<file path="src/hdl/adsr_pkg.sv">
// ----------------------------------------------------------------------------
// ADSR envelope generator package
// Shared types and constants: envelope phases, register map, sequencer states.
// ----------------------------------------------------------------------------
`default_nettype none

package adsr_pkg;

  localparam int PHASE_W    = 3;
  localparam int APB_ADDR_W = 5;
  localparam int APB_DATA_W = 32;

  // Envelope phase, also the encoding of the phase result field
  typedef enum logic [PHASE_W-1:0] {
    PH_IDLE    = 3'd0,
    PH_ATTACK  = 3'd1,
    PH_DECAY   = 3'd2,
    PH_SUSTAIN = 3'd3,
    PH_RELEASE = 3'd4
  } phase_t;

  // Register index, taken from paddr[4:2]
  typedef enum logic [2:0] {
    REG_ATTACK      = 3'd0,
    REG_DECAY       = 3'd1,
    REG_RELEASE     = 3'd2,
    REG_SUSTAIN     = 3'd3,
    REG_KEY_MODE    = 3'd4,
    REG_REPEAT_MODE = 3'd5
  } cfg_reg_t;

  // Trigger mode bits from the register block
  typedef struct packed {
    logic key_trigger_mode;
    logic key_repeat_mode;
  } mode_t;

  // Per-tick sequencer
  typedef enum logic [1:0] {
    SEQ_IDLE,
    SEQ_DIV,
    SEQ_HOLD
  } seq_state_t;

  // Multiply-then-divide unit
  typedef enum logic [1:0] {
    DIV_IDLE,
    DIV_MUL,
    DIV_RUN
  } div_state_t;

endpackage

`default_nettype wire

</file>
<file path="src/hdl/adsr_if.sv">
// ----------------------------------------------------------------------------
// ADSR stream interfaces
// Valid/ready channels for sample ticks in and envelope levels out.
// ----------------------------------------------------------------------------
`default_nettype none

interface adsr_sample_if;
  logic valid;
  logic ready;
  logic gate;
  logic key_trigger;
  logic lfo_pulse;

  modport source (output valid, output gate, output key_trigger, output lfo_pulse,
                  input ready);
  modport sink   (input valid, input gate, input key_trigger, input lfo_pulse,
                  output ready);
endinterface

interface adsr_env_if #(parameter int LEVEL_W = 17);
  logic                         valid;
  logic                         ready;
  logic [LEVEL_W-1:0]           level;
  logic [adsr_pkg::PHASE_W-1:0] phase;

  modport source (output valid, output level, output phase, input ready);
  modport sink   (input valid, input level, input phase, output ready);
endinterface

`default_nettype wire

</file>
<file path="src/hdl/adsr_cfg.sv">
// ----------------------------------------------------------------------------
// ADSR register block
// APB-style register file for segment lengths, sustain level and trigger modes.
// ----------------------------------------------------------------------------
`default_nettype none

module adsr_cfg #(
  parameter int COUNT_WIDTH     = 24,
  parameter int LEVEL_FRAC_BITS = 16
) (
  input  logic                            clk,
  input  logic                            rst,
  input  logic                            psel,
  input  logic                            penable,
  input  logic                            pwrite,
  input  logic [adsr_pkg::APB_ADDR_W-1:0] paddr,
  input  logic [adsr_pkg::APB_DATA_W-1:0] pwdata,
  output logic [adsr_pkg::APB_DATA_W-1:0] prdata,
  output logic                            pready,
  output logic [COUNT_WIDTH-1:0]          attack_samples,
  output logic [COUNT_WIDTH-1:0]          decay_samples,
  output logic [COUNT_WIDTH-1:0]          release_samples,
  output logic [LEVEL_FRAC_BITS:0]        sustain_level,
  output adsr_pkg::mode_t                 mode
);
  import adsr_pkg::*;

  logic     wr_en;
  cfg_reg_t reg_idx;

  assign pready  = 1'b1;
  assign wr_en   = psel && penable && pwrite && pready;
  assign reg_idx = cfg_reg_t'(paddr[APB_ADDR_W-1:2]);

  // Write the addressed register
  always_ff @(posedge clk) begin
    if (rst) begin
      attack_samples        <= '0;
      decay_samples         <= '0;
      release_samples       <= '0;
      sustain_level         <= '0;
      mode.key_trigger_mode <= 1'b1;
      mode.key_repeat_mode  <= 1'b1;
    end else if (wr_en) begin
      unique case (reg_idx)
        REG_ATTACK:      attack_samples        <= pwdata[COUNT_WIDTH-1:0];
        REG_DECAY:       decay_samples         <= pwdata[COUNT_WIDTH-1:0];
        REG_RELEASE:     release_samples       <= pwdata[COUNT_WIDTH-1:0];
        REG_SUSTAIN:     sustain_level         <= pwdata[LEVEL_FRAC_BITS:0];
        REG_KEY_MODE:    mode.key_trigger_mode <= pwdata[0];
        REG_REPEAT_MODE: mode.key_repeat_mode  <= pwdata[0];
        default: ;
      endcase
    end
  end

  // Read back the addressed register
  always_comb begin
    unique case (reg_idx)
      REG_ATTACK:      prdata = APB_DATA_W'(attack_samples);
      REG_DECAY:       prdata = APB_DATA_W'(decay_samples);
      REG_RELEASE:     prdata = APB_DATA_W'(release_samples);
      REG_SUSTAIN:     prdata = APB_DATA_W'(sustain_level);
      REG_KEY_MODE:    prdata = APB_DATA_W'(mode.key_trigger_mode);
      REG_REPEAT_MODE: prdata = APB_DATA_W'(mode.key_repeat_mode);
      default:         prdata = '0;
    endcase
  end

endmodule

`default_nettype wire

</file>
<file path="src/hdl/adsr_div.sv">
// ----------------------------------------------------------------------------
// ADSR multiply-divide unit
// Computes floor(a * b / d) with a multiply state (DIV_MUL) and a restoring divider
// that retires one quotient bit per cycle. Quotient must fit in F+1 bits.
// ----------------------------------------------------------------------------
`default_nettype none

module adsr_div #(
  parameter int COUNT_WIDTH     = 24,
  parameter int LEVEL_FRAC_BITS = 16
) (
  input  logic                     clk,
  input  logic                     rst,
  input  logic                     start,
  input  logic [LEVEL_FRAC_BITS:0] mul_a,
  input  logic [COUNT_WIDTH-1:0]   mul_b,
  input  logic [COUNT_WIDTH:0]     divisor,
  output logic                     done,
  output logic [LEVEL_FRAC_BITS:0] quotient
);
  import adsr_pkg::*;

  localparam int CW    = COUNT_WIDTH;
  localparam int F     = LEVEL_FRAC_BITS;
  localparam int STEPS = F + 1;
  localparam int CNT_W = $clog2(STEPS);

  div_state_t       state, state_next;
  logic [F:0]       a_q;
  logic [CW-1:0]    b_q;
  logic [CW:0]      den;
  logic [F+CW:0]    prod;
  logic [CW:0]      rem;
  logic [F:0]       q_sh;
  logic [CNT_W-1:0] cnt;
  logic [CW+1:0]    trial;
  logic [CW+1:0]    diff;
  logic             ge;
  logic             load_mul;
  logic             step_en;
  logic             last_step;

  assign prod  = a_q * b_q;
  assign trial = {rem, q_sh[F]};
  assign diff  = trial - {1'b0, den};
  assign ge    = trial >= {1'b0, den};

  // Next state
  always_comb begin
    state_next = state;
    unique case (state)
      DIV_IDLE: if (start)     state_next = DIV_MUL;
      DIV_MUL:                 state_next = DIV_RUN;
      DIV_RUN:  if (last_step) state_next = DIV_IDLE;
      default:                 state_next = DIV_IDLE;
    endcase
  end

  // State decodes
  always_comb begin
    load_mul  = (state == DIV_MUL);
    step_en   = (state == DIV_RUN);
    last_step = step_en && (cnt == CNT_W'(STEPS - 1));
  end

  // Control registers
  always_ff @(posedge clk) begin
    if (rst) begin
      state <= DIV_IDLE;
      cnt   <= '0;
      done  <= 1'b0;
    end else begin
      state <= state_next;
      done  <= last_step;
      if (load_mul) begin
        cnt <= '0;
      end else if (step_en) begin
        cnt <= cnt + 1'b1;
      end
    end
  end

  // Operands, product and one quotient bit per step
  always_ff @(posedge clk) begin
    if (start && state == DIV_IDLE) begin
      a_q <= mul_a;
      b_q <= mul_b;
      den <= divisor;
    end
    if (load_mul) begin
      rem  <= {1'b0, prod[F+CW:F+1]};
      q_sh <= prod[F:0];
    end else if (step_en) begin
      rem  <= ge ? diff[CW:0] : trial[CW:0];
      q_sh <= {q_sh[F-1:0], ge};
    end
  end

  assign quotient = q_sh;

endmodule

`default_nettype wire

</file>
<file path="src/hdl/adsr_envelope_generator.sv">
// ----------------------------------------------------------------------------
// ADSR envelope generator
// Linear attack/decay/sustain/release envelope, one level per sample tick.
// Ramp ticks pass through the shared multiply-divide unit (multiply, then
// divide steps) and wait in SEQ_HOLD for the output register; idle and
// sustain ticks go straight to SEQ_HOLD. A new tick is taken only after the
// previous result is loaded; the divider retires one quotient bit per cycle.
// Reset (rst, synchronous): phase idle, counters zero, registers to defaults.
// ----------------------------------------------------------------------------
`default_nettype none

module adsr_envelope_generator #(
  parameter int COUNT_WIDTH     = 24,
  parameter int LEVEL_FRAC_BITS = 16
) (
  input  logic                            clk,
  input  logic                            rst,
  adsr_sample_if.sink                     sample,
  adsr_env_if.source                      env,
  input  logic                            psel,
  input  logic                            penable,
  input  logic                            pwrite,
  input  logic [adsr_pkg::APB_ADDR_W-1:0] paddr,
  input  logic [adsr_pkg::APB_DATA_W-1:0] pwdata,
  output logic [adsr_pkg::APB_DATA_W-1:0] prdata,
  output logic                            pready
);
  import adsr_pkg::*;

  localparam int CW = COUNT_WIDTH;
  localparam int F  = LEVEL_FRAC_BITS;
  localparam logic [F:0]    LVL_ONE = {1'b1, {F{1'b0}}};
  localparam logic [CW-1:0] CNT_MAX = '1;

  // Registers
  logic [CW-1:0] attack_samples;
  logic [CW-1:0] decay_samples;
  logic [CW-1:0] release_samples;
  logic [F:0]    sustain_level;
  mode_t         mode;

  // Envelope state
  phase_t        cur_phase;
  logic [CW-1:0] elapsed;
  logic [CW-1:0] remaining;

  // Tick evaluation
  logic          trig;
  logic [F:0]    sus;
  phase_t        tick_phase;
  logic [CW-1:0] tick_elapsed;
  logic [CW-1:0] tick_remaining;
  logic [CW-1:0] elapsed_next;
  logic [CW-1:0] remaining_next;
  logic          need_div;
  logic          invert;
  logic [F:0]    mul_a;
  logic [CW-1:0] mul_b;
  logic [CW:0]   divisor;
  logic [F:0]    direct_level;

  // Sequencer and result
  seq_state_t    seq, seq_next;
  logic          accept;
  logic          div_start;
  logic          div_done;
  logic [F:0]    quotient;
  logic          out_free;
  logic          out_load;
  logic          res_invert;
  logic [F:0]    res_level;
  logic          out_valid;
  logic [F:0]    out_level;
  phase_t        out_phase;

  adsr_cfg #(
    .COUNT_WIDTH    (COUNT_WIDTH),
    .LEVEL_FRAC_BITS(LEVEL_FRAC_BITS)
  ) u_cfg (
    .clk            (clk),
    .rst            (rst),
    .psel           (psel),
    .penable        (penable),
    .pwrite         (pwrite),
    .paddr          (paddr),
    .pwdata         (pwdata),
    .prdata         (prdata),
    .pready         (pready),
    .attack_samples (attack_samples),
    .decay_samples  (decay_samples),
    .release_samples(release_samples),
    .sustain_level  (sustain_level),
    .mode           (mode)
  );

  adsr_div #(
    .COUNT_WIDTH    (COUNT_WIDTH),
    .LEVEL_FRAC_BITS(LEVEL_FRAC_BITS)
  ) u_div (
    .clk     (clk),
    .rst     (rst),
    .start   (div_start),
    .mul_a   (mul_a),
    .mul_b   (mul_b),
    .divisor (divisor),
    .done    (div_done),
    .quotient(quotient)
  );

  // Clamp sustain to full scale, pick the trigger source
  assign sus  = (sustain_level > LVL_ONE) ? LVL_ONE : sustain_level;
  assign trig = mode.key_trigger_mode ? sample.key_trigger :
                mode.key_repeat_mode  ? (sample.gate && sample.lfo_pulse) :
                                        sample.lfo_pulse;

  // Chain phase changes in trigger, attack, decay, release entry, release order
  always_comb begin
    phase_t        ph;
    logic [CW-1:0] e;
    logic [CW-1:0] r;
    ph = cur_phase;
    e  = elapsed;
    r  = remaining;
    if (trig) begin
      ph = PH_ATTACK;
      e  = '0;
      r  = attack_samples;
    end
    if (ph == PH_ATTACK && r == '0) begin
      ph = PH_DECAY;
      e  = '0;
      r  = decay_samples;
    end
    if (ph == PH_DECAY && r == '0) begin
      ph = PH_SUSTAIN;
    end
    if ((mode.key_trigger_mode && !sample.gate &&
         (ph == PH_ATTACK || ph == PH_DECAY || ph == PH_SUSTAIN)) ||
        (!mode.key_trigger_mode && ph == PH_SUSTAIN)) begin
      ph = PH_RELEASE;
      e  = '0;
      r  = release_samples;
    end
    if (ph == PH_RELEASE && r == '0) begin
      ph = PH_IDLE;
    end
    tick_phase     = ph;
    tick_elapsed   = e;
    tick_remaining = r;
  end

  // Level source for the final phase, and counter advance
  always_comb begin
    need_div       = 1'b0;
    invert         = 1'b0;
    mul_a          = LVL_ONE;
    mul_b          = tick_elapsed;
    direct_level   = '0;
    divisor        = {1'b0, tick_elapsed} + {1'b0, tick_remaining};
    elapsed_next   = tick_elapsed;
    remaining_next = tick_remaining;
    unique case (tick_phase)
      PH_ATTACK: begin
        need_div = 1'b1;
      end
      PH_DECAY: begin
        need_div = 1'b1;
        invert   = 1'b1;
        mul_a    = LVL_ONE - sus;
      end
      PH_SUSTAIN: begin
        direct_level = sus;
      end
      PH_RELEASE: begin
        need_div = 1'b1;
        mul_a    = sus;
        mul_b    = tick_remaining;
      end
      default: begin
        direct_level = '0;
      end
    endcase
    if (tick_phase != PH_IDLE && tick_phase != PH_SUSTAIN) begin
      if (tick_elapsed != CNT_MAX) begin
        elapsed_next = tick_elapsed + 1'b1;
      end
      if (tick_remaining != '0) begin
        remaining_next = tick_remaining - 1'b1;
      end
    end
  end

  // Sequencer next state
  always_comb begin
    seq_next = seq;
    unique case (seq)
      SEQ_IDLE: if (accept)   seq_next = need_div ? SEQ_DIV : SEQ_HOLD;
      SEQ_DIV:  if (div_done) seq_next = SEQ_HOLD;
      SEQ_HOLD: if (out_free) seq_next = SEQ_IDLE;
      default:                seq_next = SEQ_IDLE;
    endcase
  end

  // Sequencer outputs
  always_comb begin
    sample.ready = (seq == SEQ_IDLE);
    accept       = sample.valid && sample.ready;
    div_start    = accept && need_div;
    out_free     = !out_valid || env.ready;
    out_load     = (seq == SEQ_HOLD) && out_free;
  end

  // Control state
  always_ff @(posedge clk) begin
    if (rst) begin
      seq       <= SEQ_IDLE;
      cur_phase <= PH_IDLE;
      elapsed   <= '0;
      remaining <= '0;
      out_valid <= 1'b0;
    end else begin
      seq <= seq_next;
      if (accept) begin
        cur_phase <= tick_phase;
        elapsed   <= elapsed_next;
        remaining <= remaining_next;
      end
      if (out_load) begin
        out_valid <= 1'b1;
      end else if (env.ready) begin
        out_valid <= 1'b0;
      end
    end
  end

  // Result payload: hold the level until the output register frees up
  always_ff @(posedge clk) begin
    if (accept) begin
      res_invert <= invert;
      res_level  <= direct_level;
    end else if (seq == SEQ_DIV && div_done) begin
      res_level <= res_invert ? (LVL_ONE - quotient) : quotient;
    end
    if (out_load) begin
      out_level <= res_level;
      out_phase <= cur_phase;
    end
  end

  assign env.valid = out_valid;
  assign env.level = out_level;
  assign env.phase = out_phase;

endmodule

`default_nettype wire

</file>
<file path="src/flat_wrapper.sv">
// flat-port wrapper written by rule: the top's interface ports become plain ports
module adsr_envelope_generator_flat import adsr_pkg::*;
#(
  parameter int COUNT_WIDTH     = 24,
  parameter int LEVEL_FRAC_BITS = 16
)
  (clk, rst, psel, penable, pwrite, paddr, pwdata, prdata, pready, sample_valid, sample_gate, sample_key_trigger, sample_lfo_pulse, sample_ready, env_valid, env_level, env_phase, env_ready);
  adsr_sample_if sample_i ();
  adsr_env_if env_i ();
  input  logic clk;
  input  logic rst;
  input  logic psel;
  input  logic penable;
  input  logic pwrite;
  input  logic [adsr_pkg::APB_ADDR_W-1:0] paddr;
  input  logic [adsr_pkg::APB_DATA_W-1:0] pwdata;
  output logic [adsr_pkg::APB_DATA_W-1:0] prdata;
  output logic pready;
  input wire logic [$bits(sample_i.valid)-1:0] sample_valid;
  input wire logic [$bits(sample_i.gate)-1:0] sample_gate;
  input wire logic [$bits(sample_i.key_trigger)-1:0] sample_key_trigger;
  input wire logic [$bits(sample_i.lfo_pulse)-1:0] sample_lfo_pulse;
  output wire logic [$bits(sample_i.ready)-1:0] sample_ready;
  output wire logic [$bits(env_i.valid)-1:0] env_valid;
  output wire logic [$bits(env_i.level)-1:0] env_level;
  output wire logic [$bits(env_i.phase)-1:0] env_phase;
  input wire logic [$bits(env_i.ready)-1:0] env_ready;
  assign sample_i.valid = sample_valid;
  assign sample_i.gate = sample_gate;
  assign sample_i.key_trigger = sample_key_trigger;
  assign sample_i.lfo_pulse = sample_lfo_pulse;
  assign sample_ready = sample_i.ready;
  assign env_valid = env_i.valid;
  assign env_level = env_i.level;
  assign env_phase = env_i.phase;
  assign env_i.ready = env_ready;
  adsr_envelope_generator #(.COUNT_WIDTH(COUNT_WIDTH), .LEVEL_FRAC_BITS(LEVEL_FRAC_BITS)) u_core (.clk(clk), .rst(rst), .sample(sample_i), .env(env_i), .psel(psel), .penable(penable), .pwrite(pwrite), .paddr(paddr), .pwdata(pwdata), .prdata(prdata), .pready(pready));
endmodule
</file>
<file path="config.mk">
export PLATFORM = sky130hd
export DESIGN_NAME = adsr_envelope_generator_flat
export DESIGN_NICKNAME = d
export VERILOG_FILES = /design/src/hdl/adsr_pkg.sv /design/src/hdl/adsr_if.sv /design/src/hdl/adsr_cfg.sv /design/src/hdl/adsr_div.sv /design/src/hdl/adsr_envelope_generator.sv /design/src/flat_wrapper.sv
export SDC_FILE = /design/constraint.sdc
export NUM_CORES = 2
export LEC_CHECK = 0
export ABC_AREA = 1
export BUFFER_PORTS_ARGS = -buffer_cell sky130_fd_sc_hd__buf_4
export CAP_MARGIN = 10
export CORE_ASPECT_RATIO = 1.25
export CORE_MARGIN = 4
export CORE_UTILIZATION = 50
export CTS_CLUSTER_DIAMETER = 150
export DETAILED_ROUTE_END_ITERATION = 10
export HOLD_SLACK_MARGIN = 0.05
export PLACE_DENSITY = 0.77
export SYNTH_ARGS = -nofsm -noshare
export SYNTH_HDL_FRONTEND = slang
export SYNTH_HIERARCHICAL = 1
export SYNTH_SLANG_ARGS = --single-unit
</file>
<file path="constraint.sdc">
create_clock -name clk -period 7.82 [get_ports clk]
set_input_delay 1.564 -clock clk [delete_from_list [all_inputs] [get_ports clk]]
set_output_delay 1.564 -clock clk [all_outputs]
set_load 0.01 [all_outputs]
</file>
======== Word level (Yosys, flattened, before mapping) ========
Cells that the tools add are included.
storage, ports and cells
  word-level logic and storage cells ...... 147
  register bits after elaboration ......... 299
  output and inout port bits .............. 55
operators by class
  reduce and logical (&&, ||, !) cells .... 44
  magnitude comparators ................... 2
  equality and inequality tests ........... 27
  muxes and demuxes ....................... 42
  add/subtract/negate cells ............... 7
  multiply operators ...................... 1
operators by type and width
  kind                                                                   count
  24-bit 2-to-1 mux                                                      13
  24-bit one-hot mux with 6 select lines                                 1
  17-bit 2-to-1 mux                                                      7
  24-bit zero test                                                       3
  17-bit by 24-bit multiplier with 41-bit output                         1
  17-bit one-hot mux with 2 select lines                                 1
  17-bit subtractor, first input constant                                2
  26-bit by 25-bit >= comparator with 1-bit output                       1
  24-bit by 24-bit adder with 25-bit output                              1
  25-bit 2-to-1 mux                                                      1
  25-bit subtractor                                                      1
  24-bit by 1-bit adder with 24-bit output, second input constant        1
  24-bit != test, second input constant                                  1
  24-bit nonzero test                                                    1
  24-bit by 1-bit subtractor with 24-bit output, second input constant   1
  3-bit by 2-bit equality test with 1-bit output, second input constant  7
  17-bit > comparator, second input constant                             1
  1-bit logical AND                                                      16
  3-bit 2-to-1 mux                                                       5
  2-bit AND reduction                                                    7
  3-bit by 1-bit equality test with 1-bit output, second input constant  4
  3-bit equality test, second input constant                             4
  2-bit 2-to-1 mux                                                       6
  2-bit one-hot mux with 3 select lines                                  2
  other kinds (17)                                                       35

======== Longest topological paths before layout ========
  word-level depth ........................ 25
  gate-level depth with buffers ........... 52
  depth with buffers taken out ............ 48

======== Cells and area by module ========
Netlist, hierarchy kept.
by module, submodules not included
  module                   cells each  times used  area each (µm²)  sequential area each (µm²)
  adsr_div                 2524        1           19834.0          3393.3
  adsr_envelope_generator  1574        1           9387.8           2222.1
  adsr_cfg                 724         1           4616.9           1821.7

======== Worst setup path before layout ========
OpenSTA, ideal clock, no wires.
  path kind ............................... input-to-reg
  start ................................... in sample_lfo_pulse
  end ..................................... reg u_core.u_div.a_q[0], enable pin
  data arrival time ....................... 6.754 ns
  buffers on the path ..................... 6
  library setup time ...................... 0.420 ns
  stages on the path ...................... 39
  path slack .............................. 0.646 ns
  data required time ...................... 7.400 ns
  path through ............................ inv_1 nor2_1 nand2_2 buf_6 buf_6 nand3_1 nand2_1 nor2_1 nand3_2 nor2_8 nand2_4 buf_6 a21oi_1 nand2_1 nor2_1 nand2_1 nor2_1 nand2_1 [3 not listed] buf_4 buf_2 nand2_1 o21ai_0 inv_1 ha_1 nand3_1 nor2_2 nand2_2 nor2_4 nand3_2 nand2_4 buf_6 o22ai_1 nand2_1 nor2_1 nand2_1 inv_1
between the ends
  cells in the longest elaborated chain, start to end .. 24
  elaborated cells between the ends (all ways) .. 35
  those cells by class .................... eq/ne: 9; mux: 11; reduce/logical: 15
ends and longest elaborated chain
  item                                                                                       RTL line                        RTL
  start: declaration                                                                         flat_wrapper.sv:22              input wire logic [$bits(sample_i.lfo_pulse)-1:0] sample_lfo_pulse;
  1-bit logical AND                                                                          adsr_envelope_generator.sv:113  mode.key_repeat_mode ? (sample.gate && sample.lfo_pulse) :
  1-bit 2-to-1 mux *                                                                         adsr_envelope_generator.sv:113
  1-bit 2-to-1 mux *                                                                         adsr_envelope_generator.sv:112  assign trig = mode.key_trigger_mode ? sample.key_trigger :
  24-bit 2-to-1 mux / 3-bit 2-to-1 mux (equally long branches)                               adsr_envelope_generator.sv:124  if (trig) begin
  24-bit zero test / 3-bit by 1-bit equality test with 1-bit output (equally long branches)  adsr_envelope_generator.sv:129  if (ph == PH_ATTACK && r == '0) begin
  1-bit logical AND                                                                          adsr_envelope_generator.sv:129
  24-bit 2-to-1 mux / 3-bit 2-to-1 mux (equally long branches)                               adsr_envelope_generator.sv:129
  24-bit zero test / 3-bit by 2-bit equality test with 1-bit output (equally long branches)  adsr_envelope_generator.sv:134  if (ph == PH_DECAY && r == '0) begin
  [9 not listed]                                                                             -
  1-bit logical AND                                                                          adsr_envelope_generator.sv:144  if (ph == PH_RELEASE && r == '0) begin
  3-bit 2-to-1 mux *                                                                         adsr_envelope_generator.sv:144
  3-bit by 1-bit equality test with 1-bit output, or another cell as far along               adsr_envelope_generator.sv:162  unique case (tick_phase)
  3-bit OR reduction (no line) *                                                             -
  1-bit 2-to-1 mux *                                                                         adsr_envelope_generator.sv:162
  1-bit logical AND *                                                                        adsr_envelope_generator.sv:208  div_start = accept && need_div;
  net u_core.div_start                                                                       adsr_envelope_generator.sv:65   logic div_start;
  1-bit logical AND *                                                                        adsr_div.sv:85                  if (start && state == DIV_IDLE) begin
  end signal: assignment                                                                     adsr_div.sv:86                  a_q <= mul_a;
  end: declaration                                                                           adsr_div.sv:29                  logic [F:0] a_q;
Mark *: on every way through the listed nets, which the timed path passes. The rest lies on a longest branch.
A chain may end at the register's enable or synchronous reset.

======== Worst setup path after layout ========
  start ................................... in sample_gate
  end ..................................... reg u_core.u_div.den[22], data pin
between the ends
  cells in the longest elaborated chain, start to end .. 17
  elaborated cells between the ends (all ways) .. 29
  those cells by class .................... add/sub: 1; eq/ne: 5; mux: 11; reduce/logical: 12
ends and longest elaborated chain
  item                                                                                                                     RTL line                        RTL
  start: declaration                                                                                                       flat_wrapper.sv:20              input wire logic [$bits(sample_i.gate)-1:0] sample_gate;
  1-bit logical AND                                                                                                        adsr_envelope_generator.sv:113
  1-bit 2-to-1 mux                                                                                                         adsr_envelope_generator.sv:113
  1-bit 2-to-1 mux                                                                                                         adsr_envelope_generator.sv:112
  24-bit 2-to-1 mux / 3-bit 2-to-1 mux (equally long branches)                                                             adsr_envelope_generator.sv:124
  24-bit zero test / 3-bit by 1-bit equality test with 1-bit output (equally long branches)                                adsr_envelope_generator.sv:129
  1-bit logical AND                                                                                                        adsr_envelope_generator.sv:129
  24-bit 2-to-1 mux / 3-bit 2-to-1 mux (equally long branches)                                                             adsr_envelope_generator.sv:129
  24-bit zero test / 3-bit by 2-bit equality test with 1-bit output (equally long branches)                                adsr_envelope_generator.sv:134
  1-bit logical AND                                                                                                        adsr_envelope_generator.sv:134
  3-bit 2-to-1 mux                                                                                                         adsr_envelope_generator.sv:134
  3-bit by 1-bit equality test with 1-bit output / 3-bit by 2-bit equality test with 1-bit output (equally long branches)  adsr_envelope_generator.sv:138  (ph == PH_ATTACK || ph == PH_DECAY || ph == PH_SUSTAIN)) ||
  1-bit logical OR (2 in series)                                                                                           adsr_envelope_generator.sv:138
  1-bit logical AND                                                                                                        adsr_envelope_generator.sv:137  if ((mode.key_trigger_mode && !sample.gate &&
  1-bit logical OR                                                                                                         adsr_envelope_generator.sv:138
  24-bit 2-to-1 mux                                                                                                        adsr_envelope_generator.sv:137
  24-bit by 24-bit adder with 25-bit output *                                                                              adsr_envelope_generator.sv:159  divisor = {1'b0, tick_elapsed} + {1'b0, tick_remaining};
  net u_core.divisor[22]                                                                                                   adsr_envelope_generator.sv:59   logic [CW:0] divisor;
  end signal: assignment                                                                                                   adsr_div.sv:88                  den <= divisor;
  end: declaration                                                                                                         adsr_div.sv:31                  logic [CW:0] den;
Marked as above.

==> results.sh <==
export IMPL_run_status="finished clean"
export IMPL_synth_area_mux_share_pct=0
export IMPL_gr_total_overflow=0
export IMPL_synth_async_reset_ratio_pct=0
export IMPL_area_fraction_in_compound_gates_after_synthesis_pct=6.66
export IMPL_area_delta_synth_final_pct=6.23
export IMPL_relSlewSlack_pct=23.3
export IMPL_synth_main_ff_cell="sky130_fd_sc_hd__dfxtp_1"
export IMPL_report_final_slew_viol_count=0
export IMPL_gr_usage_all_layers_pct=26.9
export IMPL_cp_data_arrival_time_ns=7.60
export IMPL_drt_first_iter_violations=2249
export IMPL_gp_congestion=0.976
export IMPL_finalHoldWorstSlack_ns=0.424
export IMPL_wire_per_inst_um=17.1
export IMPL_min_delay_worst_endpoint="u_core/env.level[1]$_DFFE_PP_"
export IMPL_final_period_minus_worst_setup_slack_ns=7.26
export IMPL_simple_gate_share_of_the_synthesized_area_pct=28.4
export IMPL_post_cts_hold_buffer_count=0
export IMPL_rsz_0062_raised_after_global_routing="false"
export IMPL_postCtsSetupBuffers=0
export IMPL_route_antenna_remaining_nets=0
export IMPL_first_global_vias=30100
export IMPL_crit_family="simple AND/OR/NAND/NOR gates"
export IMPL_hold_viol_final=0
export IMPL_layout_cells_most_common="sky130_fd_sc_hd__nand2_1"
export IMPL_antenna_found_initial=0
export IMPL_dieArea_um2=71900
export IMPL_critical_path_endpoint_type="flop"
export IMPL_worst_r2r_cell_count=19
export IMPL_initial_core_util_pct=50.5
export IMPL_worst_setup_hold_path_clk_slew_ns=0.07
export IMPL_fmax_mhz=138
export IMPL_antenna_cells_inserted=0
export IMPL_largest_cells_by_area_after_synthesis="sky130_fd_sc_hd__fa_1, sky130_fd_sc_hd__nand2_1, sky130_fd_sc_hd__edfxtp_1"
export IMPL_min_delay_path_class="flop to flop"
export IMPL_regToRegSetupSlack_ns=0.99
export IMPL_fp_dieW_um=241
export IMPL_synth_top_family_by_area="simple AND/OR/NAND/NOR gates"
export IMPL_synth_cells=4822
export IMPL_timing_critical_path_buf_inv=7
export IMPL_postRouteWirelength_um=96900
export IMPL_holdPathStages=0
export IMPL_period_share_pct=92.9
export IMPL_cts_resized=0
export IMPL_tritoncts_num_buffers=31
export IMPL_final_layout_size_suffix_gt1_share_pct=6.10
export IMPL_worstSetupPathType="input pin to flop"
export IMPL_root_buffer="sky130_fd_sc_hd__clkbuf_16"
export IMPL_synth_ff_latch_count=299
export IMPL_hp_start="u_core/res_level[1]$_DFFE_PP_"
export IMPL_synthDominantCellAreaShare_pct=19.6
export IMPL_final_net_count=5333
export IMPL_setup_viol=0
export IMPL_ctsLongestPathBuffers=3
export IMPL_post_dp_hpwl_um=76100
export IMPL_yosys_area_share_xor_xnor_pct=2.33
export IMPL_worstMarginPinSlew_ns=1.15
export IMPL_reg2reg_to="u_core/u_div/rem[23]$_DFFE_PP_"
export IMPL_portBuffers=82
export IMPL_ys_seq_area_share_pct=22.0
export IMPL_worst_r2r_startpoint="u_core/u_div/a_q[16]$_DFFE_PP_"
export IMPL_clkLatencyLatePin_ns=0.60
export IMPL_fin_worst_skew_ns=0.0209
export IMPL_number_of_synthesized_flops_with_an_enable_pin=145
export IMPL_firstDrtPassIters=6
export IMPL_post_synth_top_area_cell="sky130_fd_sc_hd__fa_1"
export IMPL_drcViolationCount=0
export IMPL_tritoncts="done"
export IMPL_synth_fa_ha_area_share_pct=26.0
export IMPL_cts_sink_count=299
export IMPL_post_synth_num_cell_types=56
export IMPL_route_detailed_vias_per_inst=5.31
export IMPL_worstSetupStartpointType="input pin"
export IMPL_detailroute_via_count=30100
export IMPL_crit_path_max_incr_delay_ns=0.57
export IMPL_ys_warn_count=6
export IMPL_wp_depth=44
export IMPL_commonest_non_fill_non_tap_cells_in_the_layout="sky130_fd_sc_hd__nand2_1, sky130_fd_sc_hd__inv_1, sky130_fd_sc_hd__nor2_1, sky130_fd_sc_hd__nand3_1, sky130_fd_sc_hd__fa_1"
export IMPL_crit_fanout=22
export IMPL_critical_path_top_cell_by_count="sky130_fd_sc_hd__nand2_1"
export IMPL_floorplan_die_height_um=299
export IMPL_rows=106
export IMPL_syn_mean_instance_area_um2=7.02
export IMPL_timing_max_cap_violations=0
export IMPL_post_synthesis_instance_area_um2=33800
export IMPL_num_io_pins=102
export IMPL_grt_pass1_wl_um=156000
export IMPL_grt_max_degree=92
export IMPL_fin_setup_tns_ns=0
export IMPL_slowest_stage="sky130_fd_sc_hd__o21ai_0"
export IMPL_clock_tree_htree_level_count=1
export IMPL_crit_required_ns=8.16
export IMPL_design_core_area_um2=67000
worst max path at each step:
| stage | start | endpoint | slack [ns] |
|---|---|---|---|
| finish | sample_gate | u_core/u_div/den[22]$_DFFE_PP_ | 0.56 |
| global route | sample_gate | u_core/u_div/den[22]$_DFFE_PP_ | 0.09 |
| CTS | sample_gate | u_core/u_div/den[22]$_DFFE_PP_ | 0.72 |
| detailed placement | sample_gate | u_core/u_div/den[22]$_DFFE_PP_ | 0.13 |
| global placement | sample_gate | u_core/u_div/den[22]$_DFFE_PP_ | 0.17 |
| floorplan | sample_lfo_pulse | u_core/u_div/a_q[0]$_DFFE_PP_ | 0.65 |
cells in the mapped netlist (23+ instances only):
library cell	instances
sky130_fd_sc_hd__nand2_2	27
sky130_fd_sc_hd__dfxtp_1	154
sky130_fd_sc_hd__nand4_1	32
sky130_fd_sc_hd__buf_6	28
sky130_fd_sc_hd__clkbuf_1	120
sky130_fd_sc_hd__nor2_1	424
sky130_fd_sc_hd__nand2_1	1307
sky130_fd_sc_hd__a21oi_1	198
sky130_fd_sc_hd__fa_1	331
sky130_fd_sc_hd__o21ai_1	45
sky130_fd_sc_hd__ha_1	174
sky130_fd_sc_hd__o22ai_1	23
sky130_fd_sc_hd__xnor2_1	28
sky130_fd_sc_hd__inv_1	988
sky130_fd_sc_hd__nand3_1	377
sky130_fd_sc_hd__nor3_1	29
sky130_fd_sc_hd__buf_2	39
sky130_fd_sc_hd__xor2_1	62
sky130_fd_sc_hd__o21ai_0	115
sky130_fd_sc_hd__edfxtp_1	145
state kept, by name, summed over array words and instances, names as in the netlist, 5 cells and up:
register and count:
u_core/u_div/quotient 17, u_core/remaining 24, u_core/u_div/b_q 24, u_core/u_cfg/release_samples 24, u_core/u_cfg/attack_samples 24, u_core/u_div/cnt 5, u_core/elapsed 24, u_core/env.level 17
u_core/u_div/rem 25, u_core/u_div/den 25, u_core/u_cfg/decay_samples 24, u_core/res_level 17, u_core/u_div/a_q 17, u_core/u_cfg/sustain_level 17
stage by stage:
stage / setup WS, ns / instance area, µm² / std cells / util, %
4_1_cts: 0.723 / 35900 / 5669 / 53.6
3_5_place_dp: 0.133 / 34900 / 5611 / 52.0
3_3_place_gp: 0.173 / 34900 / 5611 / 52.0
5_1_grt: 0.0853 / 35900 / 5670 / 53.7
6_report: 0.558 / 35900 / 5670 / 53.7
2_1_floorplan: 0.646 / 33900 / 4829 / -
layer usage:
metal  global-route usage [%]  vias up  part of all wire (%)
met5                        0        -                     0
li1                         -    14600                     -
met3                     2.56      273                   5.6
met2                     48.5     1005                    51
met1                     32.6    14300                    39
met4                     11.6        0                   4.9
logic make-up (layout without fill, tap and decap cells):
group,count (synthesis),count (layout)
AOI/OAI and AO/OA,422,422
xor gates and xnor gates,90,90
adders and majority gates,505,505
buffers and inverters,1220,1197
DFF,299,299
other,2,9
and+or+nand+nor,2284,2284
layout make-up:
class,instances,area (µm²)
Clock buffer,45,911
Clock inverter,13,164
Fill cell,6456,31000
Inverter,1006,3780
Multi-Input combinational cell,3310,21500
Sequential cell,299,7440
Tap cell,864,1080
Timing Repair Buffer,133,1030
worst register-to-register path: stages (launching register included):
cell	delay (ns)
sky130_fd_sc_hd__edfxtp_1	1.08
sky130_fd_sc_hd__nand2_1	0.21
sky130_fd_sc_hd__fa_1	0.55
sky130_fd_sc_hd__fa_1	0.55
sky130_fd_sc_hd__inv_1	0.06
sky130_fd_sc_hd__fa_1	0.45
sky130_fd_sc_hd__fa_1	0.55
sky130_fd_sc_hd__fa_1	0.58
sky130_fd_sc_hd__inv_1	0.06
sky130_fd_sc_hd__fa_1	0.53
sky130_fd_sc_hd__inv_1	0.04
sky130_fd_sc_hd__ha_1	0.35
sky130_fd_sc_hd__a21oi_1	0.24
sky130_fd_sc_hd__o21ai_0	0.17
sky130_fd_sc_hd__a21oi_1	0.39
sky130_fd_sc_hd__nand3_1	0.31
sky130_fd_sc_hd__nand2_1	0.18
sky130_fd_sc_hd__nand3_1	0.09
sky130_fd_sc_hd__nand3_1	0.12
sky130_fd_sc_hd__nand2_1	0.06
Power is left out: the tool's default activity adds up to more than one toggle a clock period on the data nets, which glitch-free logic cannot reach.
